$ cat src/rtl/pfi_pkg.sv
// Shared types, constants and helpers for the particle force integrator.
// Used by pfi_front, pfi_back and particle_force_integrator_core.
`default_nettype none
package pfi_pkg;

	localparam int FRAC_BITS_DEF = 16;
	localparam int DAMP_BITS     = 16;
	localparam int DAMP_W        = 18;
	localparam logic [DAMP_W-1:0] DAMP_RESET = 18'd65536;
	localparam int QDEPTH        = 2;

	localparam logic [2:0] OP_FORCE   = 3'd0;
	localparam logic [2:0] OP_REPEL   = 3'd1;
	localparam logic [2:0] OP_ATTRACT = 3'd2;
	localparam logic [2:0] OP_CW      = 3'd3;
	localparam logic [2:0] OP_CCW     = 3'd4;
	localparam logic [2:0] OP_ARRIVE  = 3'd5;
	localparam logic [2:0] OP_DIRECT  = 3'd6;
	localparam logic [2:0] OP_UPDATE  = 3'd7;

	typedef enum logic [2:0] {
		CLS_FORCE,
		CLS_RADIAL,
		CLS_ARRIVE,
		CLS_DIRECT,
		CLS_UPDATE
	} cls_t;

	typedef enum logic [3:0] {
		BK_IDLE,
		BK_SIMPLE,
		BK_UPD_ADD,
		BK_UPD_MUL,
		BK_UPD_POS,
		BK_DIFF,
		BK_SQUARE,
		BK_SQRT,
		BK_RANGE,
		BK_DIVP,
		BK_DIVU,
		BK_MULK,
		BK_MULP,
		BK_APPLY,
		BK_DONE
	} bk_state_t;

	typedef struct packed {
		logic [2:0]         op;
		logic signed [31:0] vec_x;
		logic signed [31:0] vec_y;
		logic signed [31:0] vec_z;
		logic [30:0]        reach;
		logic signed [31:0] strength;
		logic               has_partner;
	} item_t;

	typedef struct packed {
		logic signed [31:0] react_x;
		logic signed [31:0] react_y;
		logic signed [31:0] react_z;
		logic               in_range;
		logic signed [31:0] out_pos_x;
		logic signed [31:0] out_pos_y;
		logic signed [31:0] out_pos_z;
		logic               saturated;
	} result_t;

	typedef struct packed {
		cls_t  cls;
		item_t item;
	} job_t;

	typedef struct packed {
		logic               sat;
		logic signed [31:0] val;
	} sat32_t;

	// Clamp a wide signed value to the signed 32-bit range.
	function automatic sat32_t sat32(input logic signed [63:0] v);
		sat32_t r;
		if (v[63:31] != {33{v[63]}}) begin
			r.sat = 1'b1;
			r.val = v[63] ? 32'sh8000_0000 : 32'sh7FFF_FFFF;
		end else begin
			r.sat = 1'b0;
			r.val = v[31:0];
		end
		return r;
	endfunction

endpackage
`default_nettype wire

$ cat src/rtl/pfi_front.sv
// Front part: accepts item beats, classifies the event and queues it.
// Depends on pfi_pkg.
`default_nettype none
module pfi_front import pfi_pkg::*; (
	input  logic  clk,
	input  logic  arst_n,
	input  logic  item_valid,
	output logic  item_stall,
	input  item_t item,
	output logic  job_valid,
	input  logic  job_pop,
	output job_t  job
);

	localparam int PW = $clog2(QDEPTH);

	function automatic cls_t classify(input logic [2:0] op);
		cls_t c;
		unique case (op) inside
			OP_FORCE:                            c = CLS_FORCE;
			OP_REPEL, OP_ATTRACT, OP_CW, OP_CCW: c = CLS_RADIAL;
			OP_ARRIVE:                           c = CLS_ARRIVE;
			OP_DIRECT:                           c = CLS_DIRECT;
			default:                             c = CLS_UPDATE;
		endcase
		return c;
	endfunction

	job_t          fifo_q [QDEPTH];
	logic [PW-1:0] wp_q, rp_q;
	logic [PW:0]   cnt_q;
	logic          push, pop;

	assign item_stall = (cnt_q == (PW+1)'(QDEPTH));
	assign job_valid  = (cnt_q != '0);
	assign job        = fifo_q[rp_q];
	assign push       = item_valid & ~item_stall;
	assign pop        = job_pop & job_valid;

	always_ff @(posedge clk or negedge arst_n) begin
		if (!arst_n) begin
			wp_q  <= '0;
			rp_q  <= '0;
			cnt_q <= '0;
		end else begin
			if (push) wp_q <= wp_q + 1'b1;
			if (pop) rp_q <= rp_q + 1'b1;
			if (push && !pop) cnt_q <= cnt_q + 1'b1;
			else if (pop && !push) cnt_q <= cnt_q - 1'b1;
		end
	end

	always_ff @(posedge clk) begin
		if (push) begin
			fifo_q[wp_q].cls  <= classify(item.op);
			fifo_q[wp_q].item <= item;
		end
	end

endmodule
`default_nettype wire

$ cat config.mk
export PLATFORM = sky130hd
export DESIGN_NAME = pfi_front
export DESIGN_NICKNAME = d
export VERILOG_FILES = /design/src/rtl/pfi_pkg.sv /design/src/rtl/pfi_front.sv
export SDC_FILE = /design/constraint.sdc
export NUM_CORES = 1
export LEC_CHECK = 0
export ABC_AREA = 1
export BUFFER_PORTS_ARGS = -buffer_cell sky130_fd_sc_hd__clkbuf_2
export CELL_PAD_IN_SITES_DETAIL_PLACEMENT = 1
export CELL_PAD_IN_SITES_GLOBAL_PLACEMENT = 1
export CORE_AREA = 2 2 221 202
export DETAILED_ROUTE_END_ITERATION = 8
export DIE_AREA = 0 0 223 204
export PLACE_DENSITY = 0.71
export SYNTH_ARGS = -nofsm -noshare
export SYNTH_HDL_FRONTEND = slang
export SYNTH_SLANG_ARGS = --single-unit
$ cat constraint.sdc
create_clock -name clk -period 7.65 [get_ports clk]
set_input_delay 1.53 -clock clk [delete_from_list [all_inputs] [get_ports clk]]
set_output_delay 1.53 -clock clk [all_outputs]
set_load 0.02 [all_outputs]
**Yosys cells after proc, flatten, opt, wreduce, memory -nomap -nowiden**

Memory sizes are Yosys's and may differ from the RTL's.
Cells that the tools add are included.

- Register bits: 4
- Memory bits (writable): 332
- Input bits: 167
- Output and inout bits: 168
- Memories: 1

Memories:

| name | words | bits a word | rd ports | clocked after memory_dff | wr ports | line | RTL |
|---|---|---|---|---|---|---|---|
| fifo_q | 2 | 166 | 1 | 0 | 1 | pfi_front.sv:29 | `job_t fifo_q [QDEPTH];` |

- $add $sub $neg: 4
- Equal/unequal tests: 7
- Mux-type cells: 6
- Bitwise operators: 3
- Reduce and logical (&&, ||, !) cells: 8

Operators by type and width:

| operator | number |
|---|---|
| 3-bit case mux with 4 select lines | 1 |
| 3-bit == test, second input constant | 3 |
| 3-bit by 2-bit == test with 1-bit output, second input constant | 2 |
| 2-bit 2-to-1 mux | 2 |
| 2-bit nonzero test | 2 |
| 4-bit OR reduction | 1 |
| 3-bit by 1-bit == test with 1-bit output, second input constant | 1 |
| 3-bit logical NOT | 1 |
| 3-bit 2-to-1 mux | 1 |
| 1-bit adder, second input constant | 2 |
| 2-bit by 1-bit adder with 2-bit output, second input constant | 1 |
| 1-bit bitwise AND | 2 |
| 2-bit == test, second input constant | 1 |
| 1-bit logical AND | 2 |
| 1-bit logical NOT | 2 |
| 1-bit 2-to-1 mux | 2 |
| 2-bit by 1-bit subtractor with 2-bit output, second input constant | 1 |
| 1-bit inverter | 1 |

**Depth between registers and ports, before layout**

Gate-level depths: netlist (run 1).

- Depth after elaboration: 7
- Depth in mapped cells: 9
- Depth with buffers taken out: 9

**Least setup slack after synthesis (run 1)**

OpenSTA, ideal clock, no wires.

- Path kind: input port to flip-flop
- From: input item_valid
- To: memory fifo_q[1][0] (netlist bit) (enable)
- Library setup time: 694 ps
- Arrival: 8522 ps
- Required time: 6956 ps
- Setup slack: -1566 ps
- Stages on the path: 2
- Path buffers: 0
- Cells stage by stage: o21ai_0 > nor2_1

- Longest elaborated chain between the ends: 3

RTL lines:

| item | line | RTL |
|---|---|---|
| start, declared | pfi_front.sv:7 | `input logic item_valid,` |
| 1-bit bitwise AND | pfi_front.sv:37 | `assign push = item_valid & ~item_stall;` |
| 1-bit 2-to-1 mux | pfi_front.sv:54 | `if (push) begin` |
| 1-bit 2-to-1 mux (implied by the code) | pfi_front.sv:56 | `fifo_q[wp_q].item <= item;` |
| end, declared | pfi_front.sv:29 |  |

Every way passes these cells.

==> flow_metrics.py, run 1 <==
metrics = {
    "status": {
        "outcome": "finished clean",
    },
    "pwr": {
        "total_power_mw": 6.574,
        "cellLeakagePower_nw": 6.706,
        "ir_drop_mv": 0.2124,
        "cellPowerDensity_nw_per_um2": 418.6,
    },
    "clock_tree": {
        "ctsResizeCount": 0,
        "cts_root_buf": "clkbuf_16",
        "insertion_delay_ns": 0.53,
        "cts_made_buffers": 37,
        "cts.sinks": 336,
        "ctsHoldBuffers": 0,
        "postCtsSetupBuffers": 0,
        "clk_pin_slew_worst_paths_ns": 0.06,
        "clk_path_buf_depth": 3,
        "cts_tree": "built",
        "h-tree-depth": 2,
    },
    "hold_path": {
        "hold_depth": 2,
        "holdPathEnd": "cnt_q[1]$_DFFE_PN0P_",
        "hold_path_class": "reg -> reg",
        "hp-start": "cnt_q[1]$_DFFE_PN0P_",
    },
    "routing": {
        "wl_mm": 30.72,
        "viasPerCell": 4.333,
        "wl_per_cell_um": 16.71,
        "wirelength_met1_mm": 13.11,
        "drt-pass1-iter-count": 4,
        "dr_wl_met2_mm": 14.06,
        "ant_nets": 0,
        "top_layer": "met4",
        "via_count": 7968,
        "first_iter_violations": 381,
        "met3WireLength_mm": 2.901,
        "drc": 0,
    },
    "worst_setup_path": {
        "r2r.worst_path.cells": 6,
        "cp-start-kind": "flip-flop",
        "required_ns": 6.12,
        "r2r_end": "fifo_q[0][106]$_DFFE_PP_",
        "crit_path_cell_trace": "inv_6, buf_4, nand2_1, nand2_1, clkbuf_2",
        "cp-end-kind": "output port",
        "reg2reg_from": "cnt_q[1]$_DFFE_PN0P_",
        "critPathMaxFanout": 106,
        "cp_common_cell": "nand2_1",
        "crit_type": "reg -> out",
        "cp.arrival_ns": 2.76,
        "critPathMaxStageDelay_ns": 0.64,
        "critPathSlowestCell": "buf_4",
        "r2r_slack_ns": 4.87,
    },
    "sta": {
        "timing.final.ws_setup_ns": 3.359,
        "fin_tns_setup_ns": 0,
        "tightestPinTransition_ns": 0.9739,
        "finalSetupViolCount": 0,
        "slew_headroom": 0.3507,
        "skew_ns": 0.01036,
        "period_needed_ns": 4.291,
        "rsz0062_at_grt": "false",
        "drv_slew": 0,
        "period_share": 0.5609,
        "max_freq_ghz": 0.2330,
        "final-hold-violation-count": 0,
    },
    "finish": {
        "layout_commonest_cell": "nand2_1",
        "num-nets-final": 1418,
        "final_area_um2": 15700,
        "seqCellArea_um2": 10070,
        "multiInputGateArea_um2": 1999,
        "nFillCells": 4767,
        "layout_common_cells": "510 x nand2_1, 334 x clkbuf_2, 332 x edfxtp_1, 39 x clkbuf_16",
        "drive_above_1_share": 0.3111,
        "instances_no_fill": 1839,
        "syn2layout_area_growth_pct": 26.68,
    },
    "placement": {
        "numPortBuffers": 334,
        "place_area_um2": 14550,
        "routabilityCongestion": 0.7630,
        "post-place-ws_ns": 3.721,
        "dp_cells": 1773,
        "dp_hpwl_mm": 20.12,
    },
    "synthesis": {
        "mappedNetlistArea_um2": 12400,
        "postSynthCellCount": 906,
        "ys_seq_area_frac": 0.8124,
        "postSynthAreaPerCell_um2": 13.68,
        "synth_area_leaders": "edfxtp_1 80%, nand2_1 15%, buf_6 1.3%, dfrtp_1 0.81%, buf_2 0.65%",
        "postSynthNetCount": 1074,
        "yosysWarningCount": 0,
        "synth.distinct_cells": 16,
        "ys_seq_elements": 336,
        "yosys.area.top_type": "edfxtp_1",
        "synth_top_area_frac": 0.8043,
    },
    "die": {
        "die_x_um": 223,
        "dieArea_um2": 45490,
        "start_util": 0.2857,
        "core_um2": 43390,
        "core.rowCount": 73,
        "die_y_um": 204,
        "ios": 335,
    },
    "global_routing": {
        "grt_overflow": 0,
        "grt_start_max_net_pins": 107,
        "grt_pass1_vias": 8313,
        "antenna_found_initial": 1,
        "grt_pass1_wl_mm": 46.93,
        "grtUsageTotal": 0.1337,
    },
    "run": {
        "maxCapViolations": 0,
    },
}
-- where the power goes --
part / switching [mW] / internal (mW)
clock network: 0.703 / 0.995
registers: 0.100 / 2.52
logic: 1.69 / 0.565
-- final cells by class --
type,instances,area share
Clock inverter,20,0.009562
Multi-Input combinational cell,524,0.1273
Clock buffer,45,0.06359
Inverter,9,0.002789
Antenna cell,1,0.0001594
Sequential cell,336,0.6415
Tap cell,562,0.04478
Timing Repair Buffer,342,0.1103
-- critical path: cells and delay by family, from the launching register on --
kind                   cells  cell delay (ns)
buffers and inverters      3             1.39
flip-flops                 1             0.52
AND/OR/NAND/NOR            2             0.26
-- per-stage QoR --
| stage | utilization | hold WS, ns |
|---|---|---|
| after floorplan | - | 0.4417 |
| after global placement | 0.3354 | 0.4537 |
| after detailed placement | 0.3354 | 0.4706 |
| after CTS | 0.3619 | 0.4851 |
| after global routing | 0.3619 | 0.5244 |
| final | 0.3619 | 0.4777 |
-- logic make-up after synthesis --
| logic type | after synthesis | share of synthesized area |
|---|---|---|
| flip-flops | 336 | 0.8124 |
| AND/OR/NAND/NOR | 517 | 0.1570 |
| buffers and inverters | 46 | 0.02695 |
| XOR/XNOR | 1 | 0.0007067 |
| adder cells (fa/ha/maj) | 1 | 0.001009 |
| AO/OA/AOI/OAI | 5 | 0.002018 |
-- registers in the layout, summed over array words and instances (netlist names) --
| signal | flops |
|---|---|
| fifo_q | 332 |
| cnt_q | 2 |
| rp_q | 1 |
| wp_q | 1 |
-- cells in the mapped netlist (all sizes together) --
master,number
inv,9
edfxtp,332
nand3,2
nand2,510
a21oi,1
xnor2,1
ha,1
dfrtp,4
o21ai,4
nand4,1
nor2,4
buf,37
-- routing by layer --
layer | GRT usage | vias to the layer above
li1 | - | 3754
met1 | 0.1685 | 3896
met2 | 0.2129 | 268
met3 | 0.05132 | 50
met4 | 0.04195 | 0
met5 | 0 | -
-- worst max-delay path by stage --
stage	startpoint	end	slack (ns)	cells past startpoint
3_5_place_dp	item_valid	fifo_q[0][106]$_DFFE_PP_	3.72	6
4_1_cts	rp_q$_DFFE_PN0P_	job[43]	3.21	5
3_3_place_gp	item_valid	fifo_q[0][133]$_DFFE_PP_	3.75	6
6_report	rp_q$_DFFE_PN0P_	job[43]	3.36	5
2_1_floorplan	item_valid	fifo_q[1][0]$_DFFE_PP_	1.23	2
5_1_grt	rp_q$_DFFE_PN0P_	job[43]	3.07	5
Note: power is estimated with default switching activity, not from simulation.
==> run 2, diff against run 1 <==
==> config.mk (replaced) <==
export PLATFORM = sky130hd
export DESIGN_NAME = pfi_front
export DESIGN_NICKNAME = d
export VERILOG_FILES = /design/src/rtl/pfi_pkg.sv /design/src/rtl/pfi_front.sv
export SDC_FILE = /design/constraint.sdc
export NUM_CORES = 1
export LEC_CHECK = 0
export ABC_AREA = 0
export BUFFER_PORTS_ARGS = -buffer_cell sky130_fd_sc_hd__clkbuf_2
export CELL_PAD_IN_SITES_DETAIL_PLACEMENT = 1
export CELL_PAD_IN_SITES_GLOBAL_PLACEMENT = 1
export CORE_AREA = 2 2 225 204
export DETAILED_ROUTE_END_ITERATION = 8
export DIE_AREA = 0 0 227 206
export PLACE_DENSITY = 0.66
export SYNTH_ARGS = -nofsm -noshare
export SYNTH_HDL_FRONTEND = slang
export SYNTH_SLANG_ARGS = --single-unit
==> constraint.sdc (replaced) <==
create_clock -name clk -period 4.3 [get_ports clk]
set_input_delay 0.86 -clock clk [delete_from_list [all_inputs] [get_ports clk]]
set_output_delay 0.86 -clock clk [all_outputs]
set_load 0.02 [all_outputs]
==> flow_metrics.py, run 2 <==
metrics = {
    "sta": {
        "skew_ns": 0.007558,
        "fin_tns_setup_ns": 0,
        "max_freq_ghz": 0.3131,
        "slew_headroom": 0.4730,
        "final-hold-violation-count": 0,
        "finalSetupViolCount": 0,
        "hold_slack_ns": 0.1376,
        "tightestPinTransition_ns": 0.7905,
        "period_needed_ns": 3.194,
        "rsz0062_at_grt": "false",
        "drv_slew": 0,
        "period_share": 0.7428,
    },
    "finish": {
        "layout_common_cells": "334 x clkbuf_2, 332 x edfxtp_1, 130 x mux2_4, 41 x clkbuf_16, 36 x mux2_2",
        "drive_above_1_share": 0.6079,
        "instances_no_fill": 1544,
        "syn2layout_area_growth_pct": 28.81,
        "nFillCells": 4578,
        "num_antenna_cells": 0,
        "fin_util": 0.3665,
        "layout_commonest_cell": "clkbuf_2",
        "largest_register": "fifo_q",
        "seqCellArea_um2": 10070,
        "reg.largest.list": "fifo_q: 332 flops, cnt_q: 2 flops",
        "multiInputGateArea_um2": 2491,
        "final_area_um2": 16420,
        "num-nets-final": 1075,
        "largest_reg_flops": 332,
    },
    "synthesis": {
        "postSynthCellCount": 541,
        "synth-edff-count": 332,
        "muxShareOfSynthArea": 0.1849,
        "synth-adder-area-share": 0.0009813,
        "synth_ff_type": "edfxtp_1",
        "yosysWarningCount": 0,
        "yosys.area.top_type": "edfxtp_1",
        "synth_area_leaders": "edfxtp_1 78%, mux2_4 15%, mux2_2 3.2%, buf_6 1.4%, dfrtp_1 0.79%",
        "synth-simple-area-share": 0.004023,
        "yosys.area_share.xor_xnor": 0.004121,
        "postSynthAreaPerCell_um2": 23.57,
        "ys_seq_elements": 336,
        "ys_seq_area_frac": 0.7897,
        "synth_top_family_by_area": "multiplexers",
        "synthTopCellsByCount": "332 x edfxtp_1, 130 x mux2_4, 36 x mux2_2",
        "synth.distinct_cells": 18,
        "mappedNetlistArea_um2": 12750,
        "synth_top_area_frac": 0.7819,
        "synthArstFlopShare": 0.01190,
        "synth.most_common_cell": "edfxtp_1",
        "synth_compound_area_frac": 0.0003925,
        "postSynthNetCount": 709,
    },
    "die": {
        "dieArea_um2": 46760,
        "ios": 335,
        "die_x_um": 227,
        "die_y_um": 206,
        "core_um2": 44810,
        "start_util": 0.2845,
        "core.rowCount": 74,
    },
    "routing": {
        "ant_nets": 0,
        "wl_per_cell_um": 18.00,
        "viasPerCell": 4.081,
        "first_iter_violations": 302,
        "via_count": 6301,
        "drt-pass1-iter-count": 4,
        "drc": 0,
        "wl_mm": 27.80,
    },
    "global_routing": {
        "grtUsageTotal": 0.1150,
        "grt_pass1_vias": 6978,
        "antenna_found_initial": 3,
        "grt_pass1_wl_mm": 40.39,
        "grt_start_max_net_pins": 86,
        "grt_overflow": 0,
    },
    "worst_setup_path": {
        "critPathMaxFanout": 83,
        "critPathMaxStageDelay_ns": 0.60,
        "critPathSlowestCell": "dfrtp_4",
        "required_ns": 3.44,
        "cp-end-kind": "output port",
        "cp-start-kind": "flip-flop",
        "cp.arrival_ns": 2.33,
        "crit_type": "reg -> out",
        "crit_path_cell_trace": "buf_12, mux2_2, clkbuf_2",
    },
    "placement": {
        "dp_cells": 1474,
        "place_area_um2": 15150,
        "dp_hpwl_mm": 18.42,
        "numPortBuffers": 334,
        "routabilityCongestion": 0.6888,
    },
    "pwr": {
        "ir_drop_mv": 0.3380,
        "cellPowerDensity_nw_per_um2": 735.4,
        "cellLeakagePower_nw": 6.491,
    },
    "hold_path": {
        "hold_path_class": "in -> async",
    },
    "clock_tree": {
        "clk_path_buf_depth": 3,
        "ctsResizeCount": 0,
        "h-tree-depth": 2,
        "postCtsSetupBuffers": 0,
        "ctsHoldBuffers": 0,
        "clk_pin_slew_worst_paths_ns": 0.06,
        "cts_tree": "built",
        "cts_made_buffers": 39,
        "cts_root_buf": "clkbuf_16",
        "insertion_delay_ns": 0.53,
        "cts.sinks": 336,
    },
    "status": {
        "outcome": "finished clean",
    },
    "run": {
        "maxCapViolations": 0,
    },
}
-- run 2: cell count changes after synthesis, sizes merged, moves of 3 or more --
cell   before  now
nand2     510    2
inv         9    2
mux2        0  166
buf        37   19
o21ai       4    0
xor2        0    3
-- run 2: power by group --
part / switching, mW / internal (mW)
clock network: 1.28 / 1.97
registers: 0.213 / 4.48
logic: 2.40 / 1.73
-- run 2: worst max-delay path, delay by kind of cell, from the launching register on --
kind / cells / cell delay [ns]
buffers and inverters: 2 / 0.55
muxes: 1 / 0.44
DFF: 1 / 0.60
-- run 2: final timing paths --
check	start	end	slack, ns	depth (start not counted)
min reg2reg	cnt_q[1]$_DFFE_PN0P_	cnt_q[1]$_DFFE_PN0P_	0.51	1
min	arst_n	cnt_q[0]$_DFFE_PN0P_	0.14	1
min in group clk	cnt_q[1]$_DFFE_PN0P_	cnt_q[1]$_DFFE_PN0P_	0.51	1
max in group asynchronous	arst_n	rp_q$_DFFE_PN0P_	4.00	1
max	rp_q$_DFFE_PN0P_	job[164]	1.11	3
max reg2reg	cnt_q[0]$_DFFE_PN0P_	fifo_q[1][57]$_DFFE_PP_	2.19	3
-- run 2: cell families (layout without fill, tap and decap cells) --
logic type                 after synthesis  in the layout
DFF                                    336            336
muxes                                  166            166
buffers and inverters                   21            416
and+or+nand+nor                         10             10
xor gates and xnor gates                 6              6
adders and majority gates                1              1
AOI/OAI and AO/OA                        1              1
-- run 2: through the flow --
step | total power [mW] | setup WS (ns)
6_report | 12.08 | 1.106
5_1_grt | 12.65 | 0.9642
4_1_cts | 12.32 | 0.9973
3_5_place_dp | 8.995 | 1.587
3_3_place_gp | 8.917 | 1.621
2_1_floorplan | 7.758 | 0.4369
-- run 2: routing by layer --
metal  routed length, µm  vias to the layer above  part of all wire  global-route usage
li1                    -                     2889                 -                   -
met1               11120                     3144              0.40              0.1320
met2               13260                      216              0.48              0.1906
met3                2740                       48             0.099             0.04976
met4                 647                        4             0.023             0.04272
met5                  34                        -            0.0012                   0
-- run 2: final cells by class --
cell class / instances / area share
clock buffers: 51 / 0.06658
flip-flops and latches: 336 / 0.6133
well taps: 608 / 0.04632
clock inverters: 19 / 0.01074
repair buffers: 344 / 0.1109
multi-input cells: 184 / 0.1517
inverters: 2 / 0.0004571
